### src/sv/tte_pkg.sv
// Shared types, constants and helpers for the tab expander.
package tte_pkg;

  localparam int MAX_STOPS_DEFAULT   = 28;
  localparam int COLUMN_BITS_DEFAULT = 16;

  localparam int STOP_WORDS     = 4;
  localparam int STOPS_PER_WORD = 7;
  localparam int STOP_BITS      = 9;
  localparam int STOP_WORD_BITS = STOPS_PER_WORD * STOP_BITS;
  localparam int STOP_SLOTS     = STOP_WORDS * STOPS_PER_WORD;

  localparam int QUEUE_DEPTH = 4;
  localparam int QPTR_BITS   = $clog2(QUEUE_DEPTH);

  localparam logic [7:0] TAB_CHAR   = 8'd9;
  localparam logic [7:0] BS_CHAR    = 8'd8;
  localparam logic [7:0] NL_CHAR    = 8'd10;
  localparam logic [7:0] SPACE_CHAR = 8'd32;

  localparam logic [STOP_BITS-1:0] MAX_STOP_VALUE = 9'd256;
  localparam logic [3:0]           DEFAULT_WIDTH  = 4'd8;

  // register indexes on the config port
  localparam logic [2:0] REG_STOP_COUNT  = 3'd0;
  localparam logic [2:0] REG_STOP_WORD_0 = 3'd1;
  localparam logic [2:0] REG_STOP_WORD_3 = 3'd4;

  typedef enum logic [1:0] {
    KIND_TEXT,
    KIND_TAB,
    KIND_BS,
    KIND_NL
  } kind_t;

  typedef logic [STOP_WORDS-1:0][STOP_WORD_BITS-1:0] stop_words_t;

  typedef struct packed {
    logic [4:0]  stop_count;
    stop_words_t words;
  } cfg_t;

  typedef struct packed {
    kind_t      kind;
    logic [7:0] text_byte;
    logic       new_file;
  } q_entry_t;

  // stop n, clamped to 256
  function automatic logic [STOP_BITS-1:0] stop_at(input stop_words_t words, input int n);
    int                   w;
    int                   s;
    logic [STOP_BITS-1:0] v;
    w = n / STOPS_PER_WORD;
    s = n % STOPS_PER_WORD;
    v = words[2'(w)][6'(s*STOP_BITS) +: STOP_BITS];
    return (v > MAX_STOP_VALUE) ? MAX_STOP_VALUE : v;
  endfunction

endpackage

### src/sv/tte_front.sv
// Input side: classifies each byte and holds it in a short queue for the back end.
module tte_front (
  input  logic              clk,
  input  logic              rst,
  input  logic              s_tvalid,
  output logic              s_tready,
  input  logic [7:0]        s_tdata,   // [7:0] text_byte
  input  logic              s_tuser,   // [0] new_file
  output logic              q_valid,
  output tte_pkg::q_entry_t q_head,
  input  logic              q_pop
);
  import tte_pkg::*;

  q_entry_t               mem [QUEUE_DEPTH];
  logic [QPTR_BITS-1:0]   wr_ptr;
  logic [QPTR_BITS-1:0]   rd_ptr;
  logic [QPTR_BITS:0]     count;
  logic                   push;
  q_entry_t               entry;

  always_comb begin
    entry.text_byte = s_tdata;
    entry.new_file  = s_tuser;
    case (s_tdata)
      TAB_CHAR: entry.kind = KIND_TAB;
      BS_CHAR:  entry.kind = KIND_BS;
      NL_CHAR:  entry.kind = KIND_NL;
      default:  entry.kind = KIND_TEXT;
    endcase
  end

  assign s_tready = (count != (QPTR_BITS+1)'(QUEUE_DEPTH));
  assign push     = s_tvalid && s_tready;
  assign q_valid  = (count != '0);
  assign q_head   = mem[rd_ptr];

  always_ff @(posedge clk) begin
    if (push) begin
      mem[wr_ptr] <= entry;
    end
  end

  always_ff @(posedge clk) begin
    if (rst) begin
      wr_ptr <= '0;
      rd_ptr <= '0;
      count  <= '0;
    end else begin
      if (push) begin
        wr_ptr <= wr_ptr + 1'b1;
      end
      if (q_pop) begin
        rd_ptr <= rd_ptr + 1'b1;
      end
      case ({push, q_pop})
        2'b10:   count <= count + 1'b1;
        2'b01:   count <= count - 1'b1;
        default: count <= count;
      endcase
    end
  end

  a_count_bound: assert property (@(posedge clk) disable iff (rst)
    count <= (QPTR_BITS+1)'(QUEUE_DEPTH))
    else $error("queue count above depth");

  a_pop_nonempty: assert property (@(posedge clk) disable iff (rst)
    q_pop |-> count != '0)
    else $error("pop from empty queue");

  a_push_grows: assert property (@(posedge clk) disable iff (rst)
    (push && !q_pop) |=> count == $past(count) + 1'b1)
    else $error("queue count did not grow on push");

endmodule

### src/sv/tte_back.sv
// Back end: column and phase tracking, tab stop search, registered result beat.
module tte_back #(
  parameter int MAX_STOPS   = tte_pkg::MAX_STOPS_DEFAULT,
  parameter int COLUMN_BITS = tte_pkg::COLUMN_BITS_DEFAULT
) (
  input  logic              clk,
  input  logic              rst,
  input  tte_pkg::cfg_t     cfg,
  input  logic              q_valid,
  input  tte_pkg::q_entry_t q_head,
  output logic              q_pop,
  output logic              m_tvalid,
  input  logic              m_tready,
  output logic [23:0]       m_tdata    // [7:0] out_byte, [16:8] repeat_count
);
  import tte_pkg::*;

  localparam int SLOT_COUNT = (MAX_STOPS < STOP_SLOTS) ? MAX_STOPS : STOP_SLOTS;
  localparam int SUM_BITS   = COLUMN_BITS + 1;
  localparam logic [COLUMN_BITS-1:0] COL_MAX = {COLUMN_BITS{1'b1}};

  logic [COLUMN_BITS-1:0] column;
  logic [COLUMN_BITS-1:0] column_next;
  logic [7:0]             phase;
  logic [7:0]             phase_next;
  logic [7:0]             out_byte;
  logic [7:0]             out_byte_next;
  logic [8:0]             repeat_count;
  logic [8:0]             repeat_count_next;

  logic [COLUMN_BITS-1:0] col0;
  logic [7:0]             ph0;
  logic [7:0]             nst;
  logic [STOP_BITS-1:0]   stops [SLOT_COUNT];
  logic [STOP_BITS-1:0]   first_stop;
  logic [STOP_BITS-1:0]   width;
  logic [STOP_BITS-1:0]   target;
  logic                   found;
  logic [7:0]             phase_inc;
  logic [COLUMN_BITS-1:0] col_inc;
  logic [SUM_BITS-1:0]    col_sum;

  assign q_pop = q_valid && (!m_tvalid || m_tready);

  always_comb begin
    col0 = q_head.new_file ? '0 : column;
    ph0  = q_head.new_file ? '0 : phase;

    nst = (32'(cfg.stop_count) > MAX_STOPS) ? 8'(MAX_STOPS) : 8'(cfg.stop_count);

    first_stop = stop_at(cfg.words, 0);
    width      = (first_stop == '0) ? 9'd1 : first_stop;

    for (int n = 0; n < SLOT_COUNT; n++) begin
      stops[n] = stop_at(cfg.words, n);
    end

    // first stop in index order past the column
    found  = 1'b0;
    target = '0;
    for (int n = 0; n < SLOT_COUNT; n++) begin
      if (!found && (8'(n) < nst) && (COLUMN_BITS'(stops[n]) > col0)) begin
        found  = 1'b1;
        target = stops[n];
      end
    end

    phase_inc = (({1'b0, ph0} + 9'd1) >= width) ? '0 : ph0 + 8'd1;
    col_inc   = (col0 == COL_MAX) ? col0 : col0 + 1'b1;

    out_byte_next     = q_head.text_byte;
    repeat_count_next = 9'd1;
    column_next       = col_inc;
    phase_next        = phase_inc;

    case (q_head.kind)
      KIND_TAB: begin
        out_byte_next = SPACE_CHAR;
        phase_next    = '0;
        if (nst == 8'd0) begin
          repeat_count_next = 9'(DEFAULT_WIDTH - {1'b0, col0[2:0]});
        end else if (nst == 8'd1) begin
          repeat_count_next = ({1'b0, ph0} < width) ? width - {1'b0, ph0} : 9'd1;
        end else if (found) begin
          // target lies above the column, so the column fits in nine bits here
          repeat_count_next = target - col0[STOP_BITS-1:0];
        end else begin
          repeat_count_next = 9'd1;
          phase_next        = phase_inc;
        end
        col_sum     = {1'b0, col0} + SUM_BITS'(repeat_count_next);
        column_next = col_sum[COLUMN_BITS] ? COL_MAX : col_sum[COLUMN_BITS-1:0];
      end
      KIND_BS: begin
        col_sum = '0;
        if (col0 != '0) begin
          column_next = col0 - 1'b1;
          phase_next  = (ph0 == '0) ? 8'(width - 9'd1) : ph0 - 8'd1;
        end else begin
          column_next = col0;
          phase_next  = ph0;
        end
      end
      KIND_NL: begin
        col_sum     = '0;
        column_next = '0;
        phase_next  = '0;
      end
      default: begin
        col_sum = '0;
      end
    endcase
  end

  always_ff @(posedge clk) begin
    if (rst) begin
      column   <= '0;
      phase    <= '0;
      m_tvalid <= 1'b0;
    end else if (q_pop) begin
      column   <= column_next;
      phase    <= phase_next;
      m_tvalid <= 1'b1;
    end else if (m_tready) begin
      m_tvalid <= 1'b0;
    end
  end

  always_ff @(posedge clk) begin
    if (q_pop) begin
      out_byte     <= out_byte_next;
      repeat_count <= repeat_count_next;
    end
  end

  assign m_tdata = {7'd0, repeat_count, out_byte};

  a_count_nonzero: assert property (@(posedge clk) disable iff (rst)
    m_tvalid |-> repeat_count != '0)
    else $error("zero repeat count");

  a_plain_single: assert property (@(posedge clk) disable iff (rst)
    (q_pop && q_head.kind != KIND_TAB) |=> repeat_count == 9'd1)
    else $error("non-tab byte repeated");

  a_newline_home: assert property (@(posedge clk) disable iff (rst)
    (q_pop && q_head.kind == KIND_NL) |=> (column == '0 && phase == '0))
    else $error("newline left column or phase set");

endmodule

### src/sv/tab_to_space_expander.sv
// Top level of the tab expander: config registers and the front/back pair.
//
// Byte stream in on s_* (text_byte in s_tdata, new_file in s_tuser); one beat
// out on m_* per input byte: out_byte and a repeat_count of 1 to 256. A tab
// comes out as a space with the count that reaches the next stop; any other
// byte passes through with a count of 1.
// Config is an APB-style port, 64-bit data, registers at 8-byte steps:
// stop_count, then stop_word_0..3. Write only while the stream is idle.
// Throughput: one byte per cycle while m_tready stays high. The stop search
// and the column update are combinational in the back end, a parallel stop compare.
// When the queue is empty, a beat accepted on s_* reaches m_* through the
// queue write, then the result register.
// When m_tready is low a valid result holds in the result register; the four-entry queue
// keeps taking bytes until full, then s_tready drops.
// Reset clears column, phase, queue, the result valid and all config registers.
module tab_to_space_expander #(
  parameter int MAX_STOPS   = tte_pkg::MAX_STOPS_DEFAULT,
  parameter int COLUMN_BITS = tte_pkg::COLUMN_BITS_DEFAULT
) (
  input  logic        clk,
  input  logic        rst,
  input  logic        s_tvalid,
  output logic        s_tready,
  input  logic [7:0]  s_tdata,   // [7:0] text_byte
  input  logic        s_tuser,   // [0] new_file
  output logic        m_tvalid,
  input  logic        m_tready,
  output logic [23:0] m_tdata,   // [7:0] out_byte, [16:8] repeat_count, rest zero
  input  logic        psel,
  input  logic        penable,
  input  logic        pwrite,
  input  logic [5:0]  paddr,
  input  logic [63:0] pwdata,
  output logic [63:0] prdata,
  output logic        pready
);
  import tte_pkg::*;

  cfg_t       cfg;
  logic       q_valid;
  logic       q_pop;
  q_entry_t   q_head;
  logic [2:0] reg_index;
  logic       wr_en;

  assign pready    = 1'b1;
  assign reg_index = paddr[5:3];
  assign wr_en     = psel && penable && pwrite && pready;

  always_ff @(posedge clk) begin
    if (rst) begin
      cfg <= '0;
    end else if (wr_en) begin
      if (reg_index == REG_STOP_COUNT) begin
        cfg.stop_count <= pwdata[4:0];
      end else if (reg_index >= REG_STOP_WORD_0 && reg_index <= REG_STOP_WORD_3) begin
        cfg.words[2'(reg_index - REG_STOP_WORD_0)] <= pwdata[STOP_WORD_BITS-1:0];
      end
    end
  end

  always_comb begin
    if (reg_index == REG_STOP_COUNT) begin
      prdata = {59'd0, cfg.stop_count};
    end else if (reg_index >= REG_STOP_WORD_0 && reg_index <= REG_STOP_WORD_3) begin
      prdata = {1'b0, cfg.words[2'(reg_index - REG_STOP_WORD_0)]};
    end else begin
      prdata = '0;
    end
  end

  tte_front u_front (
    .clk      (clk),
    .rst      (rst),
    .s_tvalid (s_tvalid),
    .s_tready (s_tready),
    .s_tdata  (s_tdata),
    .s_tuser  (s_tuser),
    .q_valid  (q_valid),
    .q_head   (q_head),
    .q_pop    (q_pop)
  );

  tte_back #(
    .MAX_STOPS   (MAX_STOPS),
    .COLUMN_BITS (COLUMN_BITS)
  ) u_back (
    .clk      (clk),
    .rst      (rst),
    .cfg      (cfg),
    .q_valid  (q_valid),
    .q_head   (q_head),
    .q_pop    (q_pop),
    .m_tvalid (m_tvalid),
    .m_tready (m_tready),
    .m_tdata  (m_tdata)
  );

endmodule

### config.mk
export PLATFORM = sky130hd
export DESIGN_NAME = tab_to_space_expander
export DESIGN_NICKNAME = d
export VERILOG_FILES = /design/src/sv/tte_pkg.sv /design/src/sv/tte_front.sv /design/src/sv/tte_back.sv /design/src/sv/tab_to_space_expander.sv
export SDC_FILE = /design/constraint.sdc
export NUM_CORES = 1
export LEC_CHECK = 0
export ABC_AREA = 0
export BUFFER_PORTS_ARGS = -buffer_cell sky130_fd_sc_hd__buf_2
export CELL_PAD_IN_SITES_DETAIL_PLACEMENT = 1
export CELL_PAD_IN_SITES_GLOBAL_PLACEMENT = 2
export CORE_ASPECT_RATIO = 0.75
export CORE_MARGIN = 10
export CORE_UTILIZATION = 40
export DETAILED_ROUTE_END_ITERATION = 7
export GPL_TIMING_DRIVEN = 1
export HOLD_SLACK_MARGIN = 0.05
export PLACE_DENSITY_LB_ADDON = 0.1
export SLEW_MARGIN = 20
export SYNTH_ARGS = -nofsm -noshare
export SYNTH_HDL_FRONTEND = slang
export SYNTH_SLANG_ARGS = --single-unit
### constraint.sdc
create_clock -name clk -period 14.9 [get_ports clk]
set_input_delay 0 -clock clk [delete_from_list [all_inputs] [get_ports clk]]
set_output_delay 0 -clock clk [all_outputs]
set_load 0.1 [all_outputs]
==> results.yml <==
run_status:
  status: "completed"
cells_and_area:
  final_nets: 2773
  drive_gt1_share_pct: 13.8
  nFillCells: 5924
  instances_no_fill: 3253
  syn_to_final_growth_pct: 16.6
critical_path:
  crit_arrival_ns: 10.18
  cpMaxStageDelayCell: "nor4_1"
  crit_fanout: 31
  crit_top_cell: "nand2_1"
  crit_path_start_kind: "flop"
  crit_required_ns: 15.36
  cp-end-kind: "flop"
  cp_slowest_stage_delay_ns: 0.84
  worstSetupPathType: "flop to flop"
placed_design:
  hpwlAfterDp_mm: 51.8
  place_inst: 3102
  io_buffers: 163
  gp_congestion: 0.894
timing:
  max_slew_margin_pct: 25.8
  worst_slew_pin_slew_ns: 1.11
  setup_tns_ns: 0
  hold_violations: 0
  period_needed_ns: 9.72
  finClkSkew_ns: 0.0266
  period_share_pct: 65.2
  rsz0062_at_grt: "no"
  fmax_ghz: 0.103
  slew_viol_final: 0
  setup_viol: 0
logic_synthesis:
  synth_most_common_cell: "nand2_1"
  async_flop_share_pct: 0
  synth.ff_latch_count: 352
  avgSynthCellArea_um2: 8.45
  synth_top_area_share_pct: 28.6
  yosys-top-cells-count: "602 x nand2_1, 328 x a21oi_1, 291 x dfxtp_1"
  synth-edff-count: 61
  synthCells: 2411
  syn_area_um2: 20400
  ys_warn_count: 0
  synth_cell_type_count: 95
  synth.area.top_cells: "dfxtp_1 29%, nand2_1 11%, edfxtp_1 9.0%, mux4_2 8.1%, a21oi_1 8.1%"
  yosysSeqAreaShare_pct: 37.6
  synth.largest_area_cell: "dfxtp_1"
  ys.flop_type: "dfxtp_1"
routing:
  drc: 0
  post_drt_wl_per_cell_um: 23.3
  wl_met2_mm: 34.7
  drtIter0Drc: 1319
  vias: 19000
  wl_met1_mm: 35.0
  first_pass_iters: 5
  drt_wl_total_mm: 75.6
  top_layer_used: "met5"
  route.met3.wl_mm: 4.15
  drtAntennaViolNets: 0
  vias_per_cell: 5.83
power:
  switching_share_pct: 41.8
  ir_drop_mv: 0.0906
  clkPwrFrac_pct: 28.7
  p_seq_share_pct: 30.9
  powerDensity_nw_per_um2: 156
  power_leakage_nw: 9.06
  intPower_w: 0.00216
  power_switching_w: 0.00155
  p_comb_share_pct: 40.4
die:
  core_um2: 50300
  num_rows: 71
  die_area_um2: 60400
  io_pins: 177
  die_h_um: 215
  initial_core_util_pct: 40.5
  die_w_um: 281
cts:
  clock_path_buffers: 3
  clkTransAtPathRegs_ns: 0.06
  post_cts_buffers: 0
  clk_latency_ns: 0.60
  cts.htree.levels: 2
  cts.sinks: 352
  cts_tree: "built"
  cts_root_buf: "clkbuf_16"
  cts_made_buffers: 40
global_routing:
  grt_pass1_wl_mm: 116
  overflow: 0
  track_usage_pct: 24.4
  grt_max_degree: 116
  grt_antenna_before_repair: 3
  grt_pass1_vias: 19400
job:
  drv_cap: 0
min_path:
  hold_path.class: "input pin to flop"
[stage by stage]
stage	worst slack (ns)	util [%]	power, W	hold WS [ns]	area, µm²
CTS	5.31	47.2	0.00371	0.0618	23800
floorplan	7.17	-	0.00224	0.0989	20400
global placement	5.60	42.9	0.00259	0.231	21600
finish	5.18	47.3	0.00371	0.0762	23800
global route	4.54	47.3	0.00391	0.133	23800
detailed placement	5.37	42.9	0.00263	0.232	21600
[power by group through the flow]
stage          sequential (W)  combinational (W)  clock [W]
2_1_floorplan         0.00130           0.000935          0
3_3_place_gp          0.00116            0.00143          0
3_5_place_dp          0.00117            0.00146          0
4_1_cts               0.00115            0.00148    0.00108
5_1_grt               0.00116            0.00163    0.00113
6_report              0.00115            0.00150    0.00106
[metal layers]
| layer | vias to the layer above | global-route usage, % |
|---|---|---|
| met5 | - | 0 |
| met3 | 104 | 3.68 |
| met2 | 497 | 38.9 |
| li1 | 8783 | - |
| met4 | 4 | 6.39 |
| met1 | 9567 | 33.9 |
[placed cells by master, fill, tap and decap left out, types with 7 or more instances in the layout]
| cell | synthesis | final |
|---|---|---|
| nand2_1 | 602 | 598 |
| a21oi_1 | 328 | 328 |
| dfxtp_1 | 291 | 291 |
| buf_2 | 3 | 161 |
| ha_1 | 120 | 119 |
| and2_1 | 85 | 81 |
| nor2_1 | 80 | 80 |
| dlygate4sd3_1 | 0 | 76 |
| mux4_2 | 73 | 73 |
| nor2b_1 | 68 | 68 |
| inv_1 | 65 | 65 |
| o21ai_0 | 62 | 62 |
| edfxtp_1 | 61 | 61 |
| nand3_1 | 41 | 41 |
| clkbuf_16 | 0 | 40 |
| xnor2_1 | 34 | 34 |
| nor3_1 | 26 | 26 |
| nand4_1 | 25 | 25 |
| a31oi_1 | 25 | 25 |
| a21o_1 | 23 | 22 |
| buf_4 | 10 | 18 |
| a211oi_1 | 17 | 17 |
| xor2_1 | 14 | 14 |
| mux2i_1 | 13 | 13 |
| nand2b_1 | 13 | 13 |
| o211ai_1 | 12 | 12 |
| and3_1 | 12 | 12 |
| a221oi_1 | 11 | 11 |
| nor4_1 | 11 | 11 |
| conb_1 | 2 | 9 |
| or3_1 | 8 | 8 |
| a22oi_1 | 7 | 7 |
| clkbuf_1 | 133 | 7 |
| clkbuf_8 | 0 | 7 |
[state kept, by name (all words and copies together) (netlist names), named ones only]
signal / flops
u_back.m_tvalid: 1
u_front.wr_ptr: 2
u_back.out_byte: 8
u_back.repeat_count: 9
u_front.count: 3
u_front.rd_ptr: 2
u_back.column: 16
u_back.phase: 8
cfg: 257
u_front.mem: 44
[worst max-delay path: cells and delay by family, from the launching register on]
family	cells	cell delay (ns)
AO/OA/AOI/OAI	11	2.55
flip-flops	1	0.81
adder cells (fa/ha/maj)	4	1.49
XOR/XNOR	1	0.16
AND/OR/NAND/NOR	13	3.82
multiplexers	2	0.74
[cell type report]
cell class,count,area [µm²],share of cell area [%]
Multi-Input combinational cell,1844,11900,50.1
Antenna cell,1,2.50,0.0105
Sequential cell,352,7660,32.2
Clock inverter,21,297,1.25
Inverter,69,262,1.10
Clock buffer,53,1110,4.67
Tap cell,657,822,3.46
Timing Repair Buffer,256,1720,7.22
[final timing paths]
check                           startpoint          endpoint  slack, ns  cells after the start
worst max-delay path                  flop  u_back.column[4]       5.18                     31
worst min-delay path                   rst          cfg[253]       0.08                      2
worst max register to register        flop  u_back.column[4]       5.18                     31
worst min register to register    cfg[167]          cfg[167]       0.45                      2
[cell families after synthesis]
logic type                 count (synthesis)  share of synthesized area (%)
buffers and inverters                    222                           4.31
adders and majority gates                124                           7.76
AOI/OAI and AO/OA                        572                           16.9
muxes                                     89                           8.89
and+or+nand+nor                         1002                           22.4
DFF                                      352                           37.6
xor gates and xnor gates                  48                           2.06
other                                      2                         0.0369
[repair_timing]
| item | 4_1_cts | 5_1_grt |
|---|---|---|
| setup endpoints to repair | 0 | 0 |
| resized for setup | 0 | 0 |
| endpoints found under the hold margin | 304 | 0 |
| hold buffers | 76 | 0 |
Note: power is estimated with default switching activity, not from simulation.
